==> config.mk <==
export PLATFORM = sky130hd
export DESIGN_NAME = image_patch_gather_addresser
export DESIGN_NICKNAME = d
export VERILOG_FILES = /design/src/rtl/ipga_pkg.sv /design/src/rtl/ipga_fifo.sv /design/src/rtl/ipga_cfg.sv /design/src/rtl/ipga_front.sv /design/src/rtl/ipga_back.sv /design/src/rtl/image_patch_gather_addresser.sv
export VERILOG_INCLUDE_DIRS = /design/src /design/src/rtl
export SDC_FILE = /design/constraint.sdc
export NUM_CORES = 2
export LEC_CHECK = 0
export BUFFER_PORTS_ARGS = -buffer_cell sky130_fd_sc_hd__buf_2
export CORE_AREA = 2 2 467 469
export CTS_CLUSTER_DIAMETER = 120
export DETAILED_ROUTE_END_ITERATION = 8
export DIE_AREA = 0 0 469 471
export PLACE_DENSITY = 0.51
export SLEW_MARGIN = 20
export SYNTH_ARGS = -nofsm -noshare
export SYNTH_HDL_FRONTEND = slang
export SYNTH_SLANG_ARGS = --single-unit
==> constraint.sdc <==
create_clock -name clk -period 10.9 [get_ports clk]
set_input_delay 1.635 -clock clk [delete_from_list [all_inputs] [get_ports clk]]
set_output_delay 1.635 -clock clk [all_outputs]
set_load 0.02 [all_outputs]
==> src/rtl/assert_macros.svh <==
// assertion helpers shared by the rtl
// all of them clock on the rising edge and are disabled while reset is low
`ifndef ASSERT_MACROS_SVH
`define ASSERT_MACROS_SVH
`ifndef SYNTH
// property must hold at every edge out of reset
`define ASSERT_CLK(lbl, clk, rstn, prop, msg) \
  lbl: assert property (@(posedge clk) disable iff (!rstn) prop) else $error(msg);
// condition must never be seen at an edge out of reset
`define ASSERT_NEVER(lbl, clk, rstn, cond, msg) \
  lbl: assert property (@(posedge clk) disable iff (!rstn) !(cond)) else $error(msg);
`else
`define ASSERT_CLK(lbl, clk, rstn, prop, msg)
`define ASSERT_NEVER(lbl, clk, rstn, cond, msg)
`endif
`endif

==> src/rtl/ipga_pkg.sv <==
package ipga_pkg;

  localparam int DIM_W   = 11;
  localparam int CH_W    = 5;
  localparam int PS_W    = 7;
  localparam int PCNT_W  = 20;
  localparam int OADDR_W = 24;
  localparam int TOTAL_W = 21;
  localparam int HW_W    = 22;
  localparam int AREA_W  = 14;
  localparam int PDIM_W  = 19;
  localparam int ADDR_W  = 5;
  localparam int DATA_W  = 32;

  // register indexes on the config port
  localparam logic [2:0] REG_IMAGE_HEIGHT  = 3'd0;
  localparam logic [2:0] REG_IMAGE_WIDTH   = 3'd1;
  localparam logic [2:0] REG_CHANNEL_COUNT = 3'd2;
  localparam logic [2:0] REG_PATCH_SIDE    = 3'd3;
  localparam logic [2:0] REG_SOURCE_CL     = 3'd4;
  localparam logic [2:0] REG_DEST_CL       = 3'd5;

  localparam logic [DIM_W-1:0] RST_IMAGE_HEIGHT  = 11'd224;
  localparam logic [DIM_W-1:0] RST_IMAGE_WIDTH   = 11'd224;
  localparam logic [CH_W-1:0]  RST_CHANNEL_COUNT = 5'd3;
  localparam logic [PS_W-1:0]  RST_PATCH_SIDE    = 7'd16;
  localparam logic             RST_SOURCE_CL     = 1'b1;
  localparam logic             RST_DEST_CL       = 1'b1;

  typedef struct packed {
    logic signed [7:0] pixel_value;
    logic              restart;
  } in_word_t;

  typedef struct packed {
    logic signed [7:0]    pixel_out;
    logic [OADDR_W-1:0]   source_addr;
    logic [OADDR_W-1:0]   dest_addr;
    logic [PCNT_W-1:0]    patch_number;
    logic [TOTAL_W-1:0]   patch_total;
    logic                 last_element;
    logic                 valid_res;
  } out_word_t;

  // saturated registers and derived sizes
  typedef struct packed {
    logic [DIM_W-1:0]   w;
    logic [CH_W-1:0]    c;
    logic [PS_W-1:0]    p;
    logic               src_cl;
    logic               dst_cl;
    logic [DIM_W-1:0]   nph_m1;
    logic [DIM_W-1:0]   npw_m1;
    logic [PS_W-1:0]    p_m1;
    logic [CH_W-1:0]    c_m1;
    logic [TOTAL_W-1:0] total;
    logic [HW_W-1:0]    hw;
    logic [AREA_W-1:0]  area;
    logic [PDIM_W-1:0]  pdim;
    logic               ok;
  } cfg_view_t;

  typedef struct packed {
    logic busy;
    logic clear;
  } cfg_ctl_t;

  // classified element between front and back
  typedef struct packed {
    logic signed [7:0]   pixel;
    logic [DIM_W-1:0]    pr;
    logic [DIM_W-1:0]    pc;
    logic [PS_W-1:0]     rp;
    logic [PS_W-1:0]     cp;
    logic [CH_W-1:0]     ch;
    logic [PCNT_W-1:0]   pcnt;
    logic                last;
    logic                ok;
  } queue_word_t;

endpackage

==> src/rtl/ipga_fifo.sv <==
`include "assert_macros.svh"

module ipga_fifo #(
  parameter int WIDTH = 8,
  parameter int DEPTH = 4
) (
  input  logic             clk,
  input  logic             rst_n,
  input  logic             wr_en,
  input  logic [WIDTH-1:0] wr_data,
  input  logic             rd_en,
  output logic [WIDTH-1:0] rd_data,
  output logic             empty,
  output logic             full
);

  localparam int PTR_W = (DEPTH > 1) ? $clog2(DEPTH) : 1;
  localparam int CNT_W = $clog2(DEPTH + 1);

  logic [WIDTH-1:0] mem_r [DEPTH];
  logic [PTR_W-1:0] wr_ptr_r;
  logic [PTR_W-1:0] rd_ptr_r;
  logic [CNT_W-1:0] count_r;
  logic [CNT_W-1:0] count_nxt;

  assign empty   = (count_r == '0);
  assign full    = (count_r == CNT_W'(DEPTH));
  assign rd_data = mem_r[rd_ptr_r];

  always_comb begin
    count_nxt = count_r;
    if (wr_en && !rd_en) begin
      count_nxt = count_r + 1'b1;
    end else if (!wr_en && rd_en) begin
      count_nxt = count_r - 1'b1;
    end
  end

  always_ff @(posedge clk) begin
    if (!rst_n) begin
      wr_ptr_r <= '0;
      rd_ptr_r <= '0;
      count_r  <= '0;
    end else begin
      count_r <= count_nxt;
      if (wr_en) begin
        wr_ptr_r <= (wr_ptr_r == PTR_W'(DEPTH - 1)) ? '0 : wr_ptr_r + 1'b1;
      end
      if (rd_en) begin
        rd_ptr_r <= (rd_ptr_r == PTR_W'(DEPTH - 1)) ? '0 : rd_ptr_r + 1'b1;
      end
    end
  end

  always_ff @(posedge clk) begin
    if (wr_en) begin
      mem_r[wr_ptr_r] <= wr_data;
    end
  end

  `ASSERT_NEVER(a_fifo_overflow, clk, rst_n, wr_en && full, "write into full queue")
  `ASSERT_NEVER(a_fifo_underflow, clk, rst_n, rd_en && empty, "read from empty queue")

endmodule

==> src/rtl/ipga_cfg.sv <==
module ipga_cfg #(
  parameter int MAX_IMAGE_SIDE = 1024,
  parameter int MAX_CHANNELS   = 16,
  parameter int MAX_PATCH_SIDE = 64
) (
  input  logic                        clk,
  input  logic                        rst_n,
  input  logic                        psel,
  input  logic                        penable,
  input  logic                        pwrite,
  input  logic [ipga_pkg::ADDR_W-1:0] paddr,
  input  logic [ipga_pkg::DATA_W-1:0] pwdata,
  output logic [ipga_pkg::DATA_W-1:0] prdata,
  output ipga_pkg::cfg_view_t         view,
  output ipga_pkg::cfg_ctl_t          ctl
);

  import ipga_pkg::*;

  typedef enum logic [4:0] {
    ST_LOAD = 5'b00001,
    ST_DIV  = 5'b00010,
    ST_MUL1 = 5'b00100,
    ST_MUL2 = 5'b01000,
    ST_RDY  = 5'b10000
  } der_state_t;

  localparam logic [3:0] STEP_LAST = 4'(DIM_W - 1);

  logic [DIM_W-1:0] height_r;
  logic [DIM_W-1:0] width_r;
  logic [CH_W-1:0]  chans_r;
  logic [PS_W-1:0]  side_r;
  logic             src_cl_r;
  logic             dst_cl_r;
  der_state_t       state_r;
  logic [3:0]       step_r;

  logic [2:0]       idx;
  logic             wr_hit;

  logic [DIM_W-1:0] h_sat;
  logic [DIM_W-1:0] w_sat;
  logic [CH_W-1:0]  c_sat;
  logic [PS_W-1:0]  p_sat;

  // restoring dividers for rows and columns of patches
  logic [PS_W-1:0]  rem_h_r;
  logic [PS_W-1:0]  rem_w_r;
  logic [DIM_W-1:0] quo_h_r;
  logic [DIM_W-1:0] quo_w_r;
  logic [PS_W:0]    rsh_h;
  logic [PS_W:0]    rsh_w;
  logic             ge_h;
  logic             ge_w;
  logic [PS_W-1:0]  rem_h_nxt;
  logic [PS_W-1:0]  rem_w_nxt;

  logic [DIM_W-1:0] nph_c;
  logic [DIM_W-1:0] npw_c;
  logic [HW_W-1:0]  total_full;

  logic [DIM_W-1:0]   nph_m1_r;
  logic [DIM_W-1:0]   npw_m1_r;
  logic [TOTAL_W-1:0] total_r;
  logic [HW_W-1:0]    hw_r;
  logic [AREA_W-1:0]  area_r;
  logic [PDIM_W-1:0]  pdim_r;
  logic               ok_r;

  assign idx    = paddr[4:2];
  assign wr_hit = psel && penable && pwrite && (idx <= REG_DEST_CL);

  assign h_sat = (height_r > MAX_IMAGE_SIDE) ? DIM_W'(MAX_IMAGE_SIDE) : height_r;
  assign w_sat = (width_r > MAX_IMAGE_SIDE) ? DIM_W'(MAX_IMAGE_SIDE) : width_r;
  assign c_sat = (chans_r > MAX_CHANNELS) ? CH_W'(MAX_CHANNELS) : chans_r;
  assign p_sat = (side_r > MAX_PATCH_SIDE) ? PS_W'(MAX_PATCH_SIDE) : side_r;

  assign rsh_h     = {rem_h_r, quo_h_r[DIM_W-1]};
  assign rsh_w     = {rem_w_r, quo_w_r[DIM_W-1]};
  assign ge_h      = (rsh_h >= {1'b0, p_sat});
  assign ge_w      = (rsh_w >= {1'b0, p_sat});
  assign rem_h_nxt = ge_h ? PS_W'(rsh_h - {1'b0, p_sat}) : rsh_h[PS_W-1:0];
  assign rem_w_nxt = ge_w ? PS_W'(rsh_w - {1'b0, p_sat}) : rsh_w[PS_W-1:0];

  assign nph_c      = (p_sat == '0) ? '0 : quo_h_r;
  assign npw_c      = (p_sat == '0) ? '0 : quo_w_r;
  assign total_full = nph_c * npw_c;

  always_comb begin
    case (idx)
      REG_IMAGE_HEIGHT:  prdata = DATA_W'(height_r);
      REG_IMAGE_WIDTH:   prdata = DATA_W'(width_r);
      REG_CHANNEL_COUNT: prdata = DATA_W'(chans_r);
      REG_PATCH_SIDE:    prdata = DATA_W'(side_r);
      REG_SOURCE_CL:     prdata = DATA_W'(src_cl_r);
      REG_DEST_CL:       prdata = DATA_W'(dst_cl_r);
      default:           prdata = '0;
    endcase
  end

  always_ff @(posedge clk) begin
    if (!rst_n) begin
      height_r <= RST_IMAGE_HEIGHT;
      width_r  <= RST_IMAGE_WIDTH;
      chans_r  <= RST_CHANNEL_COUNT;
      side_r   <= RST_PATCH_SIDE;
      src_cl_r <= RST_SOURCE_CL;
      dst_cl_r <= RST_DEST_CL;
      state_r  <= ST_LOAD;
      step_r   <= '0;
    end else if (wr_hit) begin
      case (idx)
        REG_IMAGE_HEIGHT:  height_r <= pwdata[DIM_W-1:0];
        REG_IMAGE_WIDTH:   width_r  <= pwdata[DIM_W-1:0];
        REG_CHANNEL_COUNT: chans_r  <= pwdata[CH_W-1:0];
        REG_PATCH_SIDE:    side_r   <= pwdata[PS_W-1:0];
        REG_SOURCE_CL:     src_cl_r <= pwdata[0];
        REG_DEST_CL:       dst_cl_r <= pwdata[0];
        default: begin
        end
      endcase
      state_r <= ST_LOAD;
    end else begin
      case (state_r)
        ST_LOAD: begin
          step_r  <= '0;
          state_r <= ST_DIV;
        end
        ST_DIV: begin
          step_r <= step_r + 1'b1;
          if (step_r == STEP_LAST) begin
            state_r <= ST_MUL1;
          end
        end
        ST_MUL1: state_r <= ST_MUL2;
        ST_MUL2: state_r <= ST_RDY;
        ST_RDY:  state_r <= ST_RDY;
        default: state_r <= ST_LOAD;
      endcase
    end
  end

  always_ff @(posedge clk) begin
    case (state_r)
      ST_LOAD: begin
        rem_h_r <= '0;
        rem_w_r <= '0;
        quo_h_r <= h_sat;
        quo_w_r <= w_sat;
      end
      ST_DIV: begin
        rem_h_r <= rem_h_nxt;
        rem_w_r <= rem_w_nxt;
        quo_h_r <= {quo_h_r[DIM_W-2:0], ge_h};
        quo_w_r <= {quo_w_r[DIM_W-2:0], ge_w};
      end
      ST_MUL1: begin
        nph_m1_r <= nph_c - 1'b1;
        npw_m1_r <= npw_c - 1'b1;
        total_r  <= total_full[TOTAL_W-1:0];
        hw_r     <= h_sat * w_sat;
        area_r   <= p_sat * p_sat;
        ok_r     <= (c_sat != '0) && (nph_c != '0) && (npw_c != '0);
      end
      ST_MUL2: begin
        pdim_r <= area_r * c_sat;
      end
      default: begin
      end
    endcase
  end

  always_comb begin
    view.w      = w_sat;
    view.c      = c_sat;
    view.p      = p_sat;
    view.src_cl = src_cl_r;
    view.dst_cl = dst_cl_r;
    view.nph_m1 = nph_m1_r;
    view.npw_m1 = npw_m1_r;
    view.p_m1   = p_sat - 1'b1;
    view.c_m1   = c_sat - 1'b1;
    view.total  = total_r;
    view.hw     = hw_r;
    view.area   = area_r;
    view.pdim   = pdim_r;
    view.ok     = ok_r;
  end

  assign ctl.busy  = (state_r != ST_RDY);
  assign ctl.clear = wr_hit;

endmodule

==> src/rtl/ipga_front.sv <==
module ipga_front #(
  parameter int MAX_IMAGE_SIDE = 1024,
  parameter int MAX_CHANNELS   = 16,
  parameter int MAX_PATCH_SIDE = 64
) (
  input  logic                  clk,
  input  logic                  rst_n,
  input  logic                  accept,
  input  ipga_pkg::in_word_t    in_word,
  input  logic                  clear,
  input  ipga_pkg::cfg_view_t   view,
  output ipga_pkg::queue_word_t q_word
);

  import ipga_pkg::*;

  localparam int PR_W = (MAX_IMAGE_SIDE > 1) ? $clog2(MAX_IMAGE_SIDE) : 1;
  localparam int PI_W = (MAX_PATCH_SIDE > 1) ? $clog2(MAX_PATCH_SIDE) : 1;
  localparam int CI_W = (MAX_CHANNELS > 1) ? $clog2(MAX_CHANNELS) : 1;

  logic [PR_W-1:0]   pr_r, pc_r, pr_e, pc_e, pr_nxt, pc_nxt;
  logic [PI_W-1:0]   rp_r, cp_r, rp_e, cp_e, rp_nxt, cp_nxt;
  logic [CI_W-1:0]   ch_r, ch_e, ch_nxt;
  logic [PCNT_W-1:0] pcnt_r, pcnt_e, pcnt_nxt;
  logic              ch_wrap, cp_wrap, rp_wrap, pc_wrap, pr_wrap;

  // restart drops the sweep back to its first element before this word
  assign pr_e   = in_word.restart ? '0 : pr_r;
  assign pc_e   = in_word.restart ? '0 : pc_r;
  assign rp_e   = in_word.restart ? '0 : rp_r;
  assign cp_e   = in_word.restart ? '0 : cp_r;
  assign ch_e   = in_word.restart ? '0 : ch_r;
  assign pcnt_e = in_word.restart ? '0 : pcnt_r;

  assign ch_wrap = (CH_W'(ch_e) == view.c_m1);
  assign cp_wrap = ch_wrap && (PS_W'(cp_e) == view.p_m1);
  assign rp_wrap = cp_wrap && (PS_W'(rp_e) == view.p_m1);
  assign pc_wrap = rp_wrap && (DIM_W'(pc_e) == view.npw_m1);
  assign pr_wrap = pc_wrap && (DIM_W'(pr_e) == view.nph_m1);

  always_comb begin
    ch_nxt   = ch_wrap ? '0 : ch_e + 1'b1;
    cp_nxt   = cp_e;
    rp_nxt   = rp_e;
    pc_nxt   = pc_e;
    pr_nxt   = pr_e;
    pcnt_nxt = pcnt_e;
    if (ch_wrap) begin
      cp_nxt = cp_wrap ? '0 : cp_e + 1'b1;
    end
    if (cp_wrap) begin
      rp_nxt = rp_wrap ? '0 : rp_e + 1'b1;
    end
    if (rp_wrap) begin
      pc_nxt   = pc_wrap ? '0 : pc_e + 1'b1;
      pcnt_nxt = pr_wrap ? '0 : pcnt_e + 1'b1;
    end
    if (pc_wrap) begin
      pr_nxt = pr_wrap ? '0 : pr_e + 1'b1;
    end
    if (!view.ok) begin
      ch_nxt   = '0;
      cp_nxt   = '0;
      rp_nxt   = '0;
      pc_nxt   = '0;
      pr_nxt   = '0;
      pcnt_nxt = '0;
    end
  end

  always_ff @(posedge clk) begin
    if (!rst_n || clear) begin
      pr_r   <= '0;
      pc_r   <= '0;
      rp_r   <= '0;
      cp_r   <= '0;
      ch_r   <= '0;
      pcnt_r <= '0;
    end else if (accept) begin
      pr_r   <= pr_nxt;
      pc_r   <= pc_nxt;
      rp_r   <= rp_nxt;
      cp_r   <= cp_nxt;
      ch_r   <= ch_nxt;
      pcnt_r <= pcnt_nxt;
    end
  end

  always_comb begin
    q_word.pixel = in_word.pixel_value;
    q_word.ok    = view.ok;
    if (view.ok) begin
      q_word.pr   = DIM_W'(pr_e);
      q_word.pc   = DIM_W'(pc_e);
      q_word.rp   = PS_W'(rp_e);
      q_word.cp   = PS_W'(cp_e);
      q_word.ch   = CH_W'(ch_e);
      q_word.pcnt = pcnt_e;
      q_word.last = pr_wrap;
    end else begin
      q_word.pr   = '0;
      q_word.pc   = '0;
      q_word.rp   = '0;
      q_word.cp   = '0;
      q_word.ch   = '0;
      q_word.pcnt = '0;
      q_word.last = 1'b0;
    end
  end

endmodule

==> src/rtl/ipga_back.sv <==
`include "assert_macros.svh"

module ipga_back (
  input  logic                  clk,
  input  logic                  rst_n,
  input  ipga_pkg::queue_word_t head,
  input  logic                  head_valid,
  output logic                  head_take,
  input  ipga_pkg::cfg_view_t   view,
  input  logic                  pop,
  output logic                  empty,
  output ipga_pkg::out_word_t   out_word
);

  import ipga_pkg::*;

  logic en;
  logic v1_r, v2_r, v3_r;

  // stage 1: pixel coordinates, in-patch offset, channel planes, patch base
  logic [17:0]        y_full, x_full;
  logic [AREA_W-1:0]  rq_c;
  logic [PDIM_W-1:0]  charea_c;
  logic [26:0]        chhw_c;
  logic [OADDR_W-1:0] pbase_c;

  logic signed [7:0]  s1_pixel;
  logic [DIM_W-1:0]   s1_y, s1_x;
  logic [AREA_W-1:0]  s1_rq;
  logic [CH_W-1:0]    s1_ch;
  logic [PDIM_W-1:0]  s1_charea;
  logic [26:0]        s1_chhw;
  logic [OADDR_W-1:0] s1_pbase;
  logic [PCNT_W-1:0]  s1_pcnt;
  logic               s1_last, s1_ok;

  // stage 2: row-major pixel index and offset inside the patch
  logic [HW_W-1:0]    yw_c;
  logic [PDIM_W-1:0]  doff_c;

  logic signed [7:0]  s2_pixel;
  logic [HW_W-1:0]    s2_yw;
  logic [CH_W-1:0]    s2_ch;
  logic [26:0]        s2_chhw;
  logic [PDIM_W-1:0]  s2_doff;
  logic [OADDR_W-1:0] s2_pbase;
  logic [PCNT_W-1:0]  s2_pcnt;
  logic               s2_last, s2_ok;

  // stage 3: final addresses
  logic [OADDR_W-1:0] src_hwc, src_chw;

  assign en        = !v3_r || pop;
  assign head_take = head_valid && en;
  assign empty     = !v3_r;

  assign y_full   = head.pr * view.p + head.rp;
  assign x_full   = head.pc * view.p + head.cp;
  assign rq_c     = head.rp * view.p + head.cp;
  assign charea_c = head.ch * view.area;
  assign chhw_c   = head.ch * view.hw;
  assign pbase_c  = OADDR_W'(head.pcnt) * OADDR_W'(view.pdim);

  assign yw_c   = s1_y * view.w + s1_x;
  assign doff_c = view.dst_cl ? (s1_rq * view.c + s1_ch) : (s1_charea + s1_rq);

  assign src_hwc = OADDR_W'(s2_yw) * OADDR_W'(view.c) + OADDR_W'(s2_ch);
  assign src_chw = OADDR_W'(s2_chhw) + OADDR_W'(s2_yw);

  always_ff @(posedge clk) begin
    if (!rst_n) begin
      v1_r <= 1'b0;
      v2_r <= 1'b0;
      v3_r <= 1'b0;
    end else if (en) begin
      v1_r <= head_valid;
      v2_r <= v1_r;
      v3_r <= v2_r;
    end
  end

  always_ff @(posedge clk) begin
    if (en) begin
      s1_pixel  <= head.pixel;
      s1_y      <= y_full[DIM_W-1:0];
      s1_x      <= x_full[DIM_W-1:0];
      s1_rq     <= rq_c;
      s1_ch     <= head.ch;
      s1_charea <= charea_c;
      s1_chhw   <= chhw_c;
      s1_pbase  <= pbase_c;
      s1_pcnt   <= head.pcnt;
      s1_last   <= head.last;
      s1_ok     <= head.ok;

      s2_pixel <= s1_pixel;
      s2_yw    <= yw_c;
      s2_ch    <= s1_ch;
      s2_chhw  <= s1_chhw;
      s2_doff  <= doff_c;
      s2_pbase <= s1_pbase;
      s2_pcnt  <= s1_pcnt;
      s2_last  <= s1_last;
      s2_ok    <= s1_ok;

      out_word.pixel_out    <= s2_pixel;
      out_word.source_addr  <= view.src_cl ? src_hwc : src_chw;
      out_word.dest_addr    <= s2_pbase + OADDR_W'(s2_doff);
      out_word.patch_number <= s2_pcnt;
      out_word.patch_total  <= s2_ok ? view.total : '0;
      out_word.last_element <= s2_last;
      out_word.valid_res    <= s2_ok;
    end
  end

  `ASSERT_CLK(a_last_is_valid, clk, rst_n, !empty && out_word.last_element |-> out_word.valid_res, "end of sweep flagged on an invalid word")

endmodule

==> src/rtl/image_patch_gather_addresser.sv <==
// patch gather address sequencer
// input queue side: push a fetched pixel word while full is low; restart in the
// word begins a new sweep with that pixel. result queue side: while empty is
// low the oldest result word (pixel, source and destination element index,
// patch number, patch count, end-of-sweep and valid flags) sits on out_word,
// and pop takes it
// throughput is one word per cycle sustained while the receiver pops and no
// write is in work; each result goes through the three-stage pipeline in the back end
// a four-word queue between the sequencer front and the address back lets
// pushes go on while the receiver stalls; once it fills, full rises
// the config port is apb-style at byte address 4*index, zero wait states
// after reset and after every register write, full stays high while a
// shift-subtract divider works out patches per row and column and the
// patch sizes are multiplied up; a write also returns the sweep to its start
// with no whole patch in the image the pixel still passes, valid_res is low
// and every other field reads zero
`include "assert_macros.svh"

module image_patch_gather_addresser #(
  parameter int MAX_IMAGE_SIDE = 1024,
  parameter int MAX_CHANNELS   = 16,
  parameter int MAX_PATCH_SIDE = 64
) (
  input  logic                        clk,
  input  logic                        rst_n,
  // input queue
  input  logic                        push,
  output logic                        full,
  input  ipga_pkg::in_word_t          in_word,
  // result queue
  output logic                        empty,
  input  logic                        pop,
  output ipga_pkg::out_word_t         out_word,
  // config port
  input  logic                        psel,
  input  logic                        penable,
  input  logic                        pwrite,
  input  logic [ipga_pkg::ADDR_W-1:0] paddr,
  input  logic [ipga_pkg::DATA_W-1:0] pwdata,
  output logic [ipga_pkg::DATA_W-1:0] prdata,
  output logic                        pready
);

  import ipga_pkg::*;

  localparam int QDEPTH = 4;

  cfg_view_t   view;
  cfg_ctl_t    ctl;
  queue_word_t q_in;
  queue_word_t q_head;
  logic        accept;
  logic        q_full;
  logic        q_empty;
  logic        q_take;

  assign pready = 1'b1;

  // hold off pushes while sizes are being derived and on the write edge itself
  assign full   = ctl.busy || ctl.clear || q_full;
  assign accept = push && !full;

  // registers plus derived patch sizes
  ipga_cfg #(
    .MAX_IMAGE_SIDE (MAX_IMAGE_SIDE),
    .MAX_CHANNELS   (MAX_CHANNELS),
    .MAX_PATCH_SIDE (MAX_PATCH_SIDE)
  ) u_cfg (
    .clk     (clk),
    .rst_n   (rst_n),
    .psel    (psel),
    .penable (penable),
    .pwrite  (pwrite),
    .paddr   (paddr),
    .pwdata  (pwdata),
    .prdata  (prdata),
    .view    (view),
    .ctl     (ctl)
  );

  // sweep counters, tags each pixel with its position
  ipga_front #(
    .MAX_IMAGE_SIDE (MAX_IMAGE_SIDE),
    .MAX_CHANNELS   (MAX_CHANNELS),
    .MAX_PATCH_SIDE (MAX_PATCH_SIDE)
  ) u_front (
    .clk     (clk),
    .rst_n   (rst_n),
    .accept  (accept),
    .in_word (in_word),
    .clear   (ctl.clear),
    .view    (view),
    .q_word  (q_in)
  );

  // decoupling queue between front and back
  ipga_fifo #(
    .WIDTH ($bits(queue_word_t)),
    .DEPTH (QDEPTH)
  ) u_queue (
    .clk     (clk),
    .rst_n   (rst_n),
    .wr_en   (accept),
    .wr_data (q_in),
    .rd_en   (q_take),
    .rd_data (q_head),
    .empty   (q_empty),
    .full    (q_full)
  );

  // address pipeline and result register
  ipga_back u_back (
    .clk        (clk),
    .rst_n      (rst_n),
    .head       (q_head),
    .head_valid (!q_empty),
    .head_take  (q_take),
    .view       (view),
    .pop        (pop),
    .empty      (empty),
    .out_word   (out_word)
  );

  `ASSERT_CLK(a_wr_blocks_push, clk, rst_n, ctl.clear |=> full, "push open after a write")

endmodule

### After elaboration in Yosys (flattened, before gate mapping)

Memory sizes are Yosys's and may differ from the RTL's. A register that Yosys moved wholly into a read port is not among the register bits.
Cells that the tools add are included.

| cells by class | value |
|---|---|
| add/sub/neg operators | 26 |
| multiply operators | 13 |
| magnitude comparators | 7 |
| equal/unequal tests | 21 |
| mux-type cells | 50 |
| bitwise operators | 2 |
| reduce and logical (&&, ||, !) cells | 40 |

Operators by type and width:

| kind | count |
|---|---|
| 10-bit two-way mux | 8 |
| 20-bit two-way mux | 4 |
| 11-bit one-hot mux with 6 select lines | 1 |
| 61-bit two-way mux | 1 |
| 6-bit two-way mux | 8 |
| 11-bit by 11-bit multiplier with 22-bit output | 2 |
| 11-bit two-way mux | 4 |
| 11-bit one-hot mux with 2 select lines | 2 |
| 14-bit by 5-bit multiplier with 19-bit output | 2 |
| 7-bit by 7-bit multiplier with 14-bit output | 2 |
| 7-bit one-hot mux with 2 select lines | 2 |
| 24-bit by 19-bit adder with 24-bit output | 1 |
| 24-bit by 22-bit adder with 24-bit output | 1 |
| 24-bit by 5-bit adder with 24-bit output | 1 |
| 20-bit by 19-bit multiplier with 24-bit output | 1 |
| 22-bit by 5-bit multiplier with 24-bit output | 1 |
| 5-bit by 22-bit multiplier with 24-bit output | 1 |
| 24-bit two-way mux | 1 |
| 11-bit by 7-bit adder with 11-bit output | 2 |
| 22-bit by 11-bit adder with 22-bit output | 1 |
| 10-bit by 11-bit equality test with 1-bit output | 2 |
| 11-bit > comparator, second input constant | 2 |
| 11-bit by 7-bit multiplier with 11-bit output | 2 |
| 11-bit nonzero test | 2 |
| other kinds (53) | 105 |

| word-level totals | value |
|---|---|
| register bits after elaboration | 607 |
| bits in writable memories | 280 |
| output and inout bits | 134 |
| logic and storage cells | 218 |
| memories kept | 1 |

Memory list:

| memory | depth | bits a word | read ports | clocked after memory_dff | wr ports | RTL line | source |
|---|---|---|---|---|---|---|---|
| u_queue.mem_r | 4 | 70 | 1 | 1 | 1 | ipga_fifo.sv:20 | `logic [WIDTH-1:0] mem_r [DEPTH];` |

### Longest topological paths before layout

| logic depth | value |
|---|---|
| word-level depth | 11 |
| mapped depth | 29 |
| mapped depth without buffers | 23 |

### Hierarchy

Synthesis repeated with hierarchy kept, for this count alone.

| second synthesis, totals | value |
|---|---|
| cells, all modules | 7293 |
| area, all modules | 76995.1 sq um |

Modules (own cells, without submodules):

| module | instances | cells each | area each (sq um) |
|---|---|---|---|
| ipga_back | 1 | 4182 | 42216.7 |
| ipga_cfg | 1 | 2061 | 19374.8 |
| ipga_fifo | 1 | 415 | 10779.1 |
| ipga_front | 1 | 630 | 4594.4 |
| image_patch_gather_addresser | 1 | 5 | 30.0 |

### Worst setup path before layout

No wires, ideal clock.

| timing path | value |
|---|---|
| kind | input -> register |
| start | in pop |
| end | reg u_queue.count_r[2] |
| arrival | 11.390 ns |
| required time | 10.824 ns |
| path slack | -0.565 ns |
| stages on the path | 9 |
| cell sequence | nor2_1 -> inv_1 -> o31ai_1 -> ha_1 -> inv_1 -> fa_1 -> xor2_1 -> or3_1 -> a21boi_0 |

| on the way | value |
|---|---|
| cells in the longest elaborated chain, start to end | 5 |
| elaborated cells between the ends (all ways) | 7 |

Ends and longest elaborated chain:

| item | RTL line | source |
|---|---|---|
| start: declaration | image_patch_gather_addresser.sv:32 | `input logic pop,` |
| 1-bit logical OR (*) | ipga_back.sv:53 | `assign en = !v3_r \|\| pop;` |
| 1-bit logical AND (*) | ipga_back.sv:54 | `assign head_take = head_valid && en;` |
| 1-bit logical NOT | ipga_fifo.sv:32 | `if (wr_en && !rd_en) begin` |
| 1-bit logical AND | ipga_fifo.sv:32 |  |
| 3-bit two-way mux or 2-bit nonzero test (tied branches) | n/a |  |
| end signal: assignment | ipga_fifo.sv:45 | `count_r <= count_nxt;` |
| end: declaration | ipga_fifo.sv:23 | `logic [CNT_W-1:0] count_r;` |

Every way passes the cells marked *; elsewhere a longest branch is shown, timed or not.
A chain may end at the register's enable or synchronous reset.

### Final worst setup path

| timing path | value |
|---|---|
| start | reg u_cfg.side_r[6] |
| end | reg u_cfg.total_r[17] (data pin) |

| on the way | value |
|---|---|
| cells in the longest elaborated chain, start to end | 5 |
| elaborated cells between the ends (all ways) | 6 |

Ends and longest elaborated chain:

| item | RTL line | source |
|---|---|---|
| start: declaration | ipga_cfg.sv:33 | `logic [PS_W-1:0] side_r;` |
| start signal: assignment | ipga_cfg.sv:117 | `REG_PATCH_SIDE: side_r <= pwdata[PS_W-1:0];` |
| 7-bit > comparator | ipga_cfg.sv:77 | `assign p_sat = (side_r > MAX_PATCH_SIDE) ? PS_W'(MAX_PATCH_SIDE) : side_r;` |
| 7-bit two-way mux (*) | ipga_cfg.sv:77 |  |
| 7-bit logical NOT (*) | ipga_cfg.sv:86, ipga_cfg.sv:87 |  |
| 11-bit two-way mux, on equally long branches | ipga_cfg.sv:86, ipga_cfg.sv:87 |  |
| 11-bit by 11-bit multiplier with 21-bit output (*) | ipga_cfg.sv:88 | `assign total_full = nph_c * npw_c;` |
| net u_cfg.total_full[17] | ipga_cfg.sv:61 | `logic [HW_W-1:0] total_full;` |
| end signal: assignment | ipga_cfg.sv:161 | `total_r <= total_full[TOTAL_W-1:0];` |
| end: declaration | ipga_cfg.sv:65 | `logic [TOTAL_W-1:0] total_r;` |

The timed path passes the listed nets; every way through them passes the cells marked *.

==> out/qor.yml <==
outcome:
  status: "finished clean"
timing:
  grt_setup_unrepaired: "false"
  finalCritPeriodShare_pct: 71.6
  tns_ns: 0
  finalClockSkew_ns: 0.0455
  fmax_mhz: 128
  setup_viol: 0
  hold_viol_final: 0
  layout_setup_ws_ns: 3.10
  final_max_slew_viol_count: 0
  period_needed_ns: 7.80
  max_slew_margin_pct: 20.8
  tightestPinTransition_ns: 1.17
placement:
  port_buffers: 141
  place.gp.congestion: 0.826
  preCtsSetupSlack_ns: 3.18
  dp_hpwl_um: 135000
logic_synthesis:
  ys_ff_latch: 870
  avgSynthCellArea_um2: 10.4
  ys_top_cells_by_count: "inv_1 (1110), nand2_1 (840), fa_1 (764)"
  yosys_warnings: 0
  synth.most_common_cell: "inv_1"
  syn-cell-area_um2: 75300
  synthArstFlopShare_pct: 0
  synth_top_area_share_pct: 30.2
  ys_types: 93
  synth-edff-count: 757
  synthTopCellsByArea: "edfxtp_1 (30%), fa_1 (20%), ha_1 (11%)"
  ys_seq_area_share_pct: 33.2
  syn_inst: 7275
  ys.flop_type: "edfxtp_1"
  synth_area_leader_cell: "edfxtp_1"
global_route:
  grt_pass1_vias: 52461
  grt_pass1_wl_um: 292000
  grt.total_usage_pct: 16.6
  antenna_found_initial: 16
  grt_max_degree: 89
  overflow: 0
clocking:
  cts_resized: 0
  cts_hold_buf: 0
  cts_tree: "yes"
  clk_pin_slew_ns: 0.08
  htreeDepth: 3
  clock_latency_ns: 0.77
  clock_path_buffers: 3
  cts_setup_buffers: 0
  clockRootBuffer: "clkbuf_16"
  cts_made_buffers: 106
  cts_sinks: 870
flow_run:
  max_cap_viol_count: 0
finish:
  nFillCells: 21342
  final_nets: 8788
  area_growth_pct: 9.88
  drive_above_1_share_pct: 7.13
die:
  die_area_um2: 221000
  coreArea_um2: 216000
  io_pins: 187
  fp.dieW_um: 469
  num_rows: 171
  die_height_um: 471
  start_util_pct: 34.9
detailed_routing:
  drt_first_pass_iters: 5
  wl_um: 182000
  vias_per_cell: 4.95
  detail-route-antenna-nets: 0
  drc: 0
  drt_iter0_markers: 2834
  route.vias.total: 50912
  wl_per_cell_um: 17.7
setup_path:
  crit_path_end_kind: "flop"
  cp_data_arrival_time_ns: 8.34
  cpMostUsedCell: "fa_1"
  required_ns: 11.44
  cp_slowest_stage_delay_ns: 0.69
  slowest_stage: "nand3_4"
  crit_chain: "inv_1 > nand2_1 > buf_4 > ha_1 > nand3_4 > buf_4 > and3_1 > fa_1 > ha_1 > fa_1 > inv_1 > fa_1 > inv_1 > fa_1 > ha_1 > o21ai_0 > a21boi_0 > o21ai_0 > a21oi_1 > a311oi_1 > nor2_1 > o311ai_0"
  crit_path_start: "u_cfg.side_r[6]$_SDFFE_PN0P_"
  r2r_start: "u_cfg.side_r[6]$_SDFFE_PN0P_"
  path_class: "flop to flop"
  cp-start-kind: "flop"
  cp_max_fo: 88
worst_hold_path:
  min-delay-start: "u_back.s1_pcnt[8]$_DFFE_PN_"
  min_path_type: "flop to flop"
[cell type report]
class                           instances  area [µm²]  area share [%]
Antenna cell                            3        7.51         0.00907
Clock buffer                          124        2740            3.31
Clock inverter                         72         860            1.04
Inverter                             1115        4190            5.06
Multi-Input combinational cell       5022       45200            54.5
Sequential cell                       870       25000            30.2
Tap cell                             2854        3570            4.31
Timing Repair Buffer                  216        1270            1.53
[final timing paths]
| path | cells after the start | slack [ns] | end |
|---|---|---|---|
| hold / removal | 0 | 0.40 | u_back.s2_pcnt[8]$_DFFE_PN_ |
| setup / recovery | 22 | 3.10 | u_cfg.total_r[17]$_DFFE_PP_ |
| hold reg to reg | 0 | 0.40 | u_back.s2_pcnt[8]$_DFFE_PN_ |
| setup reg to reg | 22 | 3.10 | u_cfg.total_r[17]$_DFFE_PP_ |
[stage by stage]
step	instances	hold WS, ns	util, %	cell area, µm²
final	10276	0.396	38.3	82800
after global placement	10077	0.400	36.6	79200
after global routing	10275	0.409	38.3	82800
after floorplan	7311	0.400	-	75500
after CTS	10273	0.400	38.3	82800
after detailed placement	10077	0.405	36.6	79200
[sequential cells by signal, summed over array words and instances, names as in the netlist, 13 cells and up, named ones only]
name              flops
u_cfg.area_r         13
u_back.s1_chhw       24
u_back.s2_doff       19
u_cfg.total_r        21
u_back.out_word      99
u_back.s1_pbase      24
u_cfg.pdim_r         19
u_back.s1_charea     19
u_back.s1_rq         14
u_queue.mem_r       264
u_cfg.hw_r           22
u_back.s2_pbase      24
u_back.s1_pcnt       20
u_back.s2_yw         22
u_back.s2_chhw       24
u_front.pcnt_r       20
u_back.s2_pcnt       20
[critical path, delay by kind of cell (launching register included)]
family                   cells  cell delay (ns)
AO/OA/AOI/OAI                6             1.84
adder cells (fa/ha/maj)      7             2.94
buffers and inverters        5             1.15
flip-flops                   1             0.32
AND/OR/NAND/NOR              4             1.23
[placed cells by master (no fill, tap or decap), types with 31 or more instances in the layout]
cell       instances
or3_1             43
mux2i_1           61
xor2_1            86
a211oi_1          38
and3_1           132
nand3_1          139
xnor2_1          227
dfxtp_1          109
o21a_1            39
nand2b_1          53
buf_4             75
inv_1           1109
nor3_1           107
a21oi_1          213
mux4_2            61
edfxtp_1         757
nand2_1          840
o21ai_0          164
o21bai_1          31
nor2_1           329
clkbuf_16        106
conb_1            38
fa_1             764
buf_2            141
nor2b_1          106
a31oi_1           34
a21o_1            51
and2_1           437
ha_1             640
[metal layers]
metal / vias to the layer above / wire, µm / global-route usage, %
li1: 24156 / - / -
met1: 25599 / 85000 / 23.2
met2: 915 / 84300 / 26.9
met3: 224 / 8530 / 2.48
met4: 18 / 3770 / 3.96
met5: - / 108 / 0
[logic make-up (layout without fill, tap and decap cells)]
logic type                 count (synthesis)  after routing  synth area share [%]
AOI/OAI and AO/OA                        796            796                  6.85
xor gates and xnor gates                 313            313                  3.64
adders and majority gates               1404           1404                  30.9
buffers and inverters                   1419           1527                  7.24
DFF                                      870            870                  33.2
muxes                                    140            140                  2.91
other                                      2             41               0.00997
and+or+nand+nor                         2331           2331                  15.3
Power is not shown: default switching activity piles up to over one toggle a cycle in this logic, so the estimate is an artifact.
